===== src/rtl/prsw_pkg.sv =====
// Shared types, constants and helpers for the loss-tolerant stop-and-wait sender.
package prsw_pkg;

  localparam int WINDOW_SIZE = 100;
  localparam int SLOT_W      = $clog2(WINDOW_SIZE);
  localparam int CNT_W       = $clog2(WINDOW_SIZE + 1);
  localparam int TOL_W       = 7;
  localparam int LOSS_W      = 7;
  localparam int LOSS_MAX    = 127;
  localparam int PCT_SCALE   = 100;
  localparam int CMP_W       = CNT_W + TOL_W + 1;
  localparam int EXT_W       = (CNT_W > LOSS_W) ? CNT_W : LOSS_W;

  localparam logic [TOL_W-1:0] TOL_RESET = TOL_W'(5);

  typedef enum logic [1:0] {
    PH_IDLE  = 2'd0,
    PH_AWAIT = 2'd1,
    PH_RETX  = 2'd2
  } phase_t;

  typedef enum logic [2:0] {
    ACT_TX_NEW     = 3'd0,
    ACT_WAIT_AGAIN = 3'd1,
    ACT_RETX       = 3'd2,
    ACT_DELIVERED  = 3'd3,
    ACT_GIVEN_UP   = 3'd4,
    ACT_IGNORED    = 3'd5
  } action_t;

  typedef struct packed {
    logic mode;
    logic reply_seen;
    logic reply_is_ack;
    logic reply_ack_bit;
  } in_item_t;

  typedef struct packed {
    logic [2:0]        action;
    logic              seq_bit;
    logic [LOSS_W-1:0] losses_in_window;
  } out_item_t;

  // Control from the sequencer to the loss window store.
  typedef struct packed {
    logic              rd_en;
    logic [SLOT_W-1:0] rd_addr;
    logic              wr_en;
    logic [SLOT_W-1:0] wr_addr;
    logic              wr_mark;
  } win_req_t;

  function automatic logic [LOSS_W-1:0] sat_loss(input logic [CNT_W-1:0] c);
    logic [EXT_W-1:0] ext;
    ext = EXT_W'(c);
    if (ext > EXT_W'(LOSS_MAX)) begin
      return LOSS_W'(LOSS_MAX);
    end
    return LOSS_W'(ext);
  endfunction

endpackage


===== src/rtl/prsw_window.sv =====
// Loss mark store: one bit per slot, valid bits cleared by reset, registered read.
module prsw_window import prsw_pkg::*; (
  input  logic     clk,
  input  logic     rst,
  input  win_req_t req,
  output logic     old_mark
);

  logic                   mark_mem [WINDOW_SIZE];
  logic [WINDOW_SIZE-1:0] written;
  logic                   rd_data;
  logic                   rd_written;

  always_ff @(posedge clk) begin
    if (req.wr_en) begin
      mark_mem[req.wr_addr] <= req.wr_mark;
    end
    if (req.rd_en) begin
      rd_data    <= mark_mem[req.rd_addr];
      rd_written <= written[req.rd_addr];
    end
  end

  always_ff @(posedge clk) begin
    if (rst) begin
      written <= '0;
    end else if (req.wr_en) begin
      written[req.wr_addr] <= 1'b1;
    end
  end

  // never-written slot reads as clear
  assign old_mark = rd_data & rd_written;

endmodule


===== src/rtl/prsw_ctrl.sv =====
// Sequencer: phase, sequence bit, slot index and running loss count.
module prsw_ctrl import prsw_pkg::*; (
  input  logic             clk,
  input  logic             rst,
  input  logic             accept,
  input  in_item_t         item,
  input  logic [TOL_W-1:0] tol,
  input  logic             old_mark,
  output out_item_t        res,
  output win_req_t         win_req
);

  phase_t            phase, phase_next;
  logic              seq, seq_next;
  logic [SLOT_W-1:0] slot, slot_next;
  logic [CNT_W-1:0]  count, count_next;

  logic              match;
  logic [SLOT_W-1:0] slot_inc;
  logic              dec_await;
  logic              dec_retx;
  logic [CNT_W-1:0]  cnt_fail;
  logic [CMP_W-1:0]  lhs;
  logic [CMP_W-1:0]  rhs;
  logic              over;
  action_t           action;

  assign match    = item.reply_seen & item.reply_is_ack & (item.reply_ack_bit == seq);
  assign slot_inc = (slot == SLOT_W'(WINDOW_SIZE - 1)) ? '0 : slot + SLOT_W'(1);

  // slot under test holds an old mark; in retransmit it was just set
  assign dec_await = old_mark & (count != '0);
  assign dec_retx  = (count != '0);
  assign cnt_fail  = count - CNT_W'(dec_await) + CNT_W'(1);

  assign lhs  = CMP_W'(cnt_fail) * CMP_W'(PCT_SCALE);
  assign rhs  = CMP_W'(tol) * CMP_W'(WINDOW_SIZE);
  assign over = lhs > rhs;

  // next phase
  always_comb begin
    phase_next = phase;
    unique case (phase)
      PH_IDLE: begin
        if (!item.mode) phase_next = PH_AWAIT;
      end
      PH_AWAIT: begin
        if (item.mode) phase_next = (!match && over) ? PH_RETX : PH_IDLE;
      end
      PH_RETX: begin
        if (item.mode && match) phase_next = PH_IDLE;
      end
      default: phase_next = PH_IDLE;
    endcase
  end

  // datapath and result
  always_comb begin
    action     = ACT_IGNORED;
    seq_next   = seq;
    slot_next  = slot;
    count_next = count;
    win_req    = '0;
    win_req.rd_addr = slot_inc;
    win_req.wr_addr = slot;
    unique case (phase)
      PH_IDLE: begin
        if (!item.mode) begin
          action        = ACT_TX_NEW;
          slot_next     = slot_inc;
          win_req.rd_en = 1'b1;
        end
      end
      PH_AWAIT: begin
        if (item.mode) begin
          win_req.wr_en = 1'b1;
          if (match) begin
            action     = ACT_DELIVERED;
            count_next = count - CNT_W'(dec_await);
            seq_next   = ~seq;
          end else begin
            win_req.wr_mark = 1'b1;
            count_next      = cnt_fail;
            if (over) begin
              action = ACT_WAIT_AGAIN;
            end else begin
              action   = ACT_GIVEN_UP;
              seq_next = ~seq;
            end
          end
        end
      end
      PH_RETX: begin
        if (item.mode) begin
          if (match) begin
            action        = ACT_DELIVERED;
            win_req.wr_en = 1'b1;
            count_next    = count - CNT_W'(dec_retx);
            seq_next      = ~seq;
          end else begin
            action = ACT_RETX;
          end
        end
      end
      default: action = ACT_IGNORED;
    endcase
    win_req.rd_en  = win_req.rd_en & accept;
    win_req.wr_en  = win_req.wr_en & accept;
    res.action           = action;
    res.seq_bit          = seq;
    res.losses_in_window = sat_loss(count_next);
  end

  always_ff @(posedge clk) begin
    if (rst) begin
      phase <= PH_IDLE;
      seq   <= 1'b0;
      slot  <= '0;
      count <= '0;
    end else if (accept) begin
      phase <= phase_next;
      seq   <= seq_next;
      slot  <= slot_next;
      count <= count_next;
    end
  end

endmodule


===== src/rtl/partial_reliability_stop_and_wait.sv =====
// Top level of the loss-tolerant stop-and-wait sender: ports, config and result register.
//
//  channel   dir   handshake            payload
//  -------   ---   ------------------   ----------------------------------
//  in        in    in_valid/in_ready    in_data  (mode, reply fields)
//  out       out   out_valid/out_ready  out_data (action, seq_bit, losses)
//  cfg       in    cfg_we               cfg_wdata (loss tolerance, percent)
//
// One beat in, one beat out. The result is registered and appears in the
// cycle after the input beat; a new beat is taken every cycle while the
// result register is empty or being drained, so throughput is one beat per cycle.
// Reset (rst, synchronous) clears phase, sequence bit, slot index, loss count
// and all window valid bits at once; the block accepts beats right after.
// A stalled output holds the result and holds in_ready low while it stalls.
module partial_reliability_stop_and_wait import prsw_pkg::*; (
  input  logic             clk,
  input  logic             rst,
  input  logic             in_valid,
  output logic             in_ready,
  input  in_item_t         in_data,
  output logic             out_valid,
  input  logic             out_ready,
  output out_item_t        out_data,
  input  logic             cfg_we,
  input  logic [TOL_W-1:0] cfg_wdata
);

  logic             accept;
  logic [TOL_W-1:0] tol;
  logic             old_mark;
  out_item_t        res;
  win_req_t         win_req;

  // input side free whenever the result register empties this cycle
  assign in_ready = ~out_valid | out_ready;
  assign accept   = in_valid & in_ready;

  // loss tolerance register, written on cfg_we; no beat may be in flight
  always_ff @(posedge clk) begin
    if (rst) begin
      tol <= TOL_RESET;
    end else if (cfg_we) begin
      tol <= cfg_wdata;
    end
  end

  prsw_ctrl u_ctrl (
    .clk      (clk),
    .rst      (rst),
    .accept   (accept),
    .item     (in_data),
    .tol      (tol),
    .old_mark (old_mark),
    .res      (res),
    .win_req  (win_req)
  );

  // mark of the slot fetched at transmit time, used on the first outcome
  prsw_window u_window (
    .clk      (clk),
    .rst      (rst),
    .req      (win_req),
    .old_mark (old_mark)
  );

  // result register
  always_ff @(posedge clk) begin
    if (rst) begin
      out_valid <= 1'b0;
    end else if (accept) begin
      out_valid <= 1'b1;
    end else if (out_ready) begin
      out_valid <= 1'b0;
    end
  end

  always_ff @(posedge clk) begin
    if (accept) begin
      out_data <= res;
    end
  end

endmodule


===== config.mk =====
export PLATFORM = sky130hd
export DESIGN_NAME = partial_reliability_stop_and_wait
export DESIGN_NICKNAME = d
export VERILOG_FILES = /design/src/rtl/prsw_pkg.sv /design/src/rtl/prsw_window.sv /design/src/rtl/prsw_ctrl.sv /design/src/rtl/partial_reliability_stop_and_wait.sv
export SDC_FILE = /design/constraint.sdc
export NUM_CORES = 1
export LEC_CHECK = 0
export ABC_CLOCK_PERIOD_IN_PS = 7500
export BUFFER_PORTS_ARGS = -buffer_cell sky130_fd_sc_hd__buf_2
export CAP_MARGIN = 15
export CORE_AREA = 2 2 206 208
export CTS_CLUSTER_SIZE = 8
export DETAILED_ROUTE_END_ITERATION = 16
export DIE_AREA = 0 0 208 210
export PLACE_DENSITY_LB_ADDON = 0.1
export RECOVER_POWER = 50
export SKIP_CTS_REPAIR_TIMING = 1
export SYNTH_ARGS = -nofsm -noshare
export SYNTH_HDL_FRONTEND = slang
export SYNTH_SLANG_ARGS = --single-unit

===== constraint.sdc =====
create_clock -name clk -period 7.5 [get_ports clk]
set_input_delay 0.75 -clock clk [delete_from_list [all_inputs] [get_ports clk]]
set_output_delay 0.75 -clock clk [all_outputs]
set_load 0.05 [all_outputs]

After elaboration in Yosys (flattened, before gate mapping)
Memory sizes are Yosys's and may differ from the RTL's. A register that Yosys moved wholly into a read port is not among the register bits.
Cells that the tools add are included.
Word-level totals
  memory bits (writable): 100
  flip-flop bits (word level): 137
  output and inout port bits: 13
  memories kept: 1
  input bits: 16
  word-level logic and storage cells: 100
Operators by class
  multipliers: 2
  magnitude comparators: 5
  bitwise logic cells: 12
  mux-type cells: 44
  equality and inequality tests: 10
  reduce and logical (&&, ||, !) cells: 11
  add/sub/neg operators: 4
Memories
  u_window.mark_mem: words 100, bits a word 1, rd ports 1, clocked after memory_dff 1, write ports 1, line prsw_window.sv:9  | logic mark_mem [WINDOW_SIZE];
Operators by type and width (count)
  bitwise OR 100 bit: 1
  two-way mux 7 bit: 7
  multiplier 7 x 5 -> 12 bit (second input constant): 2
  two-way mux 1 bit: 21
  less-than comparator 7 x 8 -> 1 bit (second input constant): 2
  two-way mux 3 bit: 5
  adder 7 x 1 -> 7 bit (second input constant): 2
  greater-than comparator 14 bit: 1
  case mux 7 bit (2 select lines): 1
  subtractor 7 x 1 -> 7 bit: 2
  case mux 3 bit (3 select lines): 1
  two-way mux 2 bit: 4
  AND 1 bit: 7
  binary-select mux 1 bit (select 7 bit): 1
  demux 1 bit (select 7 bit): 1
  == test 7 bit (second input constant): 1
  greater-or-equal comparator 7 x 1 -> 1 bit (second input constant): 1
  greater-than comparator 7 bit (second input constant): 1
  nonzero test 7 bit: 1
  inequality test 2 bit (second input constant): 3
  case mux 2 bit (3 select lines): 1
  AND reduction 6 bit: 1
  inequality test 2 x 1 -> 1 bit (second input constant): 2
  case mux 1 bit (2 select lines): 2
  other kinds (12): 17

Longest topological paths before layout
  depth after elaboration: 10
  mapped depth: 29
  gate-level depth less buffers: 28

Modules after synthesis
Synthesis repeated with hierarchy kept, for this count alone.
Second synthesis, totals
  cell total of the unflattened synthesis: 1143
  area, all modules: 12031.5 um^2
By module, submodules not included
  prsw_window: cells an instance 675, area each 8155.3 um^2, sequential area each 5064.9 um^2, instances 1
  prsw_ctrl: cells an instance 429, area each 3244.4 um^2, sequential area each 340.3 um^2, instances 1
  partial_reliability_stop_and_wait: cells an instance 39, area each 631.9 um^2, sequential area each 490.5 um^2, instances 1

Least setup slack after synthesis
OpenSTA, ideal clock, no wires.
  path kind: flip-flop to flip-flop
  start: register u_ctrl.count[1]
  end: register u_ctrl.seq
  period minus slack after synthesis: 6542 ps
  stages on the path, launching flop included: 28
  path buffers: 2
  required time: 7379 ps
  arrival time: 6421 ps
  setup slack: 958 ps
  cell sequence: dfxtp_1 -> buf_6 -> or4_4 -> or4_2 -> and3_1 -> ha_1 -> ha_1 -> clkbuf_1 -> xor2_1 -> and3_1 -> xnor2_1 -> ha_1 -> ha_1 -> ha_1 -> xnor2_1 -> ha_1 -> a21oi_1 -> o21bai_1 -> a21oi_1 -> o21bai_1 -> a21oi_1 -> xnor2_1 -> ha_1 -> nand4_1 -> or2_2 -> a31oi_1 -> a31oi_1 -> mux2_2
On the way
  cells in the longest elaborated chain, start to end: 8
RTL lines
  from (decl): line prsw_ctrl.sv:16  | logic [CNT_W-1:0] count, count_next;
  from (signal assigned): line prsw_ctrl.sv:124  | count <= count_next;
  nonzero test 7 bit: line prsw_ctrl.sv:32  | assign dec_await = old_mark & (count != '0);
  AND 1 bit: line prsw_ctrl.sv:32
  subtractor 7 x 1 -> 7 bit (*): line prsw_ctrl.sv:34  | assign cnt_fail = count - CNT_W'(dec_await) + CNT_W'(1);
  adder 7 x 1 -> 7 bit (*): line prsw_ctrl.sv:34
  multiplier 7 x 5 -> 12 bit (*): line prsw_ctrl.sv:36  | assign lhs = CMP_W'(cnt_fail) * CMP_W'(PCT_SCALE);
  greater-than comparator 14 bit (*): line prsw_ctrl.sv:38  | assign over = lhs > rhs;
  inequality test 3 x 2 -> 1 bit (no line) (*)
  AND reduction 6 bit (no line) (*)
  to (signal assigned): line prsw_ctrl.sv:122  | seq <= seq_next;
  to (decl): line prsw_ctrl.sv:14  | logic seq, seq_next;
Mark *: on every way between the ends. The rest lies on a longest branch, timed or not.
A chain may end at the register's enable or synchronous reset.

Worst setup path after layout
Ends and elaborated chain as after synthesis.

==> impl_results.md <==
* Status: finished with violations
* Violations in the final reports: max-capacitance violations, max-slew violations
* Yosys reg bits at 238
* Slowest stage cell on the critical path: or4_4
* Layout net count at 1327
* Seq/Total Area, Yosys at 0.479
* Multi-input logic area at 0.00589 sq mm
* Critical path's largest stage delay at 0.59 ns
* Fin. max-slew vios at 218
* Largest net degree at the start of global routing at 87
* DIE WIDTH at 208 microns
* # H-tree levels at 2
* Hold Fails Final Rpt at 0
* Clock Tree Root: clkbuf_16
* Total GRT Usage at 0.169
* Crit path DAT at 7.43 ns
* DP Cell Count at 1740
* DR vias at 9226
* Hold Crit Class: flop to flop
* Synthesis-to-finish area growth at 13.1%
* DRC at 0
* Clock skew at 0.0129 ns
* Drt wl/cell at 20.3 microns
* Largest cells by area after synthesis: edfxtp_1, dfxtp_1, ha_1, nor2_1, o21a_1
* Post-synth EDFFs at 113
* Unrepaired setup endpoints after global routing: no
* Reg clk slew, reported paths at 0.05 ns
* Crit-path max FO at 9
* Fin crit period at 7.03 ns
* Critical path class: flop to flop
* Slew margin rel. at -1.56
* CTS tree: done
* Sequential cell area at 0.00590 sq mm
* Number of DRC markers in iteration 0 at 481
* Die area at 0.0437 sq mm
* Main synth FF type: dfxtp_1
* Max Fclk at 142 MHz
* Setup TNS at 0 ns
* PD cells at 236 mW/mm^2
* Leak Pwr at 0.00523 uW
* Max cap viols at 3
* Total Routed Length at 36600 microns
* I/O Pins at 29
* Most used cell, CP: ha_1
* First-pass GRT wire length at 57500 microns
* Fraction of layout instances using a drive strength above 1 at 0.0887
* Antenna cell count at 0
* Final GP Congestion at 0.827
* Congestion Overflow GR at 0
* Avg Cell Area, Syn at 10.0 sq um
* Routed Antenna Nets at 0
* Non-filler cells, final at 1801
* Clock Latency Late Sink at 0.52 ns
* FP Rows at 75
* Final period util at 0.938
* Worst setup EP type: flop
* Clk buf depth at 3
* Vert. Die Dim at 210 microns
* Synth area leader: edfxtp_1
* DP HPWL at 23500 microns
* Filler instances at 4305
* Unique masters post-synth at 88
* Initial Utilization at 0.297
* Synth async-reset ratio at 0
* Total CTS buffers at 36
* Mapped Cells at 1227
* CORE AREA at 0.0415 sq mm
* Synth top area share at 0.276
* Vias/cell at 5.12
* Final setup vio count at 0
* Vias in the first global route at 9376
* DRT Pass-1 Iters at 4
* Initial antenna violation count at 0
* Clock sinks at 238
* Synthesized Nets at 1315
* Worst endpoint required time at 7.90 ns
* Synth warnings at 0
* Actual slew at the worst max-slew pin at 3.84 ns
* Crit start category: flop
* Mapped Area at 0.0123 sq mm
* Max IR drop VDD at 0.121 mV
* PortBufs at 28
[area by class of cell]
type                    instances  area share
clock buffers                  58      0.0721
clock inverters                 3     0.00216
inverters                      48      0.0129
multi-input cells             869       0.423
flip-flops and latches        238       0.423
well taps                     539      0.0484
repair buffers                 46      0.0178
[layer usage]
layer / vias to the layer above / global-route usage / share of wire
met4: 0 / 0.0438 / 0.020
met1: 4562 / 0.228 / 0.47
met3: 56 / 0.0231 / 0.031
li1: 4463 / - / -
met5: - / 0 / 0
met2: 145 / 0.286 / 0.48
[per-stage QoR]
stage	utilization	instance area, sq um	power [uW]	hold WS, ns	setup WS (ns)
6_report	0.336	13900	3280	0.460	0.467
5_1_grt	0.336	13900	3430	0.475	0.0290
4_1_cts	0.337	14000	3340	0.463	0.481
3_5_place_dp	0.312	12900	1820	0.449	0.491
3_3_place_gp	0.312	12900	1820	0.442	0.591
2_1_floorplan	-	12300	1690	0.429	0.958
[critical path: cells and delay by family (launching register included)]
family,cells,cell delay [ns]
flops,1,0.40
simple gates,7,2.28
fa+ha+maj,7,2.29
compound gates,7,1.06
mux,1,0.30
xor+xnor,2,0.23
buf+inv,2,0.34
[Yosys cell counts, types with 7 or more instances]
library cell	n
nor2_1	193
dfxtp_1	125
nand2_1	116
edfxtp_1	113
o21a_1	74
a21oi_1	71
ha_1	69
inv_1	46
clkbuf_1	45
xnor2_1	29
nand3_1	28
mux2i_1	23
mux4_2	18
buf_2	15
nor3_1	14
o21ai_0	14
a31oi_1	13
nor2b_1	12
xor2_1	12
nand4_1	11
o211ai_1	10
a21o_1	9
a211oi_1	8
a22oi_1	8
o21bai_1	8
a32oi_1	7
and3_1	7
nand2b_1	7
[power by group]
| part | switching (uW) | internal [uW] | leakage [uW] |
|---|---|---|---|
| Sequential | 10.9 | 1370 | 0.00215 |
| Clock | 589 | 910 | 0.000497 |
| Combinational | 264 | 137 | 0.00258 |
| Total | 864 | 2420 | 0.00523 |
[cell families after synthesis]
group                    after synthesis  synth area share
flip-flops                           238             0.479
buffers and inverters                120            0.0442
adder cells (fa/ha/maj)               72            0.0750
XOR/XNOR                              41            0.0292
AND/OR/NAND/NOR                      431             0.157
multiplexers                          48            0.0580
AO/OA/AOI/OAI                        277             0.158
[cell usage in the layout, fill, tap and decap left out, types with 9 or more instances in the layout]
cell type  Yosys  routed
dfxtp_1      125     125
buf_4          2      15
a21oi_1       71      71
mux2i_1       23      23
mux4_2        18      18
inv_1         46      46
o21ai_0       14      14
xor2_1        12      12
o211ai_1      10      10
buf_2         15      15
nand4_1       11      11
nor2b_1       12      12
clkbuf_1      45      36
xnor2_1       29      29
o21a_1        74      74
nor3_1        14      14
nor2_1       193     193
a31oi_1       13      13
edfxtp_1     113     113
nand3_1       28      28
ha_1          69      69
clkbuf_16      0      36
nand2_1      116     116
a21o_1         9       9
[flip-flops by register name, indices dropped and copies added, names as in the netlist]
| register | cells |
|---|---|
| u_window.mark_mem | 100 |
| u_window.written | 100 |
| u_window.rd_data | 1 |
| out_valid | 1 |
| u_ctrl.phase | 2 |
| u_ctrl.count | 7 |
| u_window.rd_written | 1 |
| u_ctrl.seq | 1 |
| tol | 7 |
| out_data | 11 |
| u_ctrl.slot | 7 |
[worst paths after layout]
path | start | endpoint | slack (ns) | cells after the start
worst max-delay path | u_ctrl.count[1]$_SDFFE_PP0P_ | u_ctrl.seq$_SDFFE_PP0P_ | 0.47 | 26
worst min-delay path | u_window.written[54]$_SDFFE_PP0P_ | u_window.written[54]$_SDFFE_PP0P_ | 0.46 | 1
worst max register to register | u_ctrl.count[1]$_SDFFE_PP0P_ | u_ctrl.seq$_SDFFE_PP0P_ | 0.47 | 26
worst min register to register | u_window.written[54]$_SDFFE_PP0P_ | u_window.written[54]$_SDFFE_PP0P_ | 0.46 | 1
(Power assumes the default switching activity.)
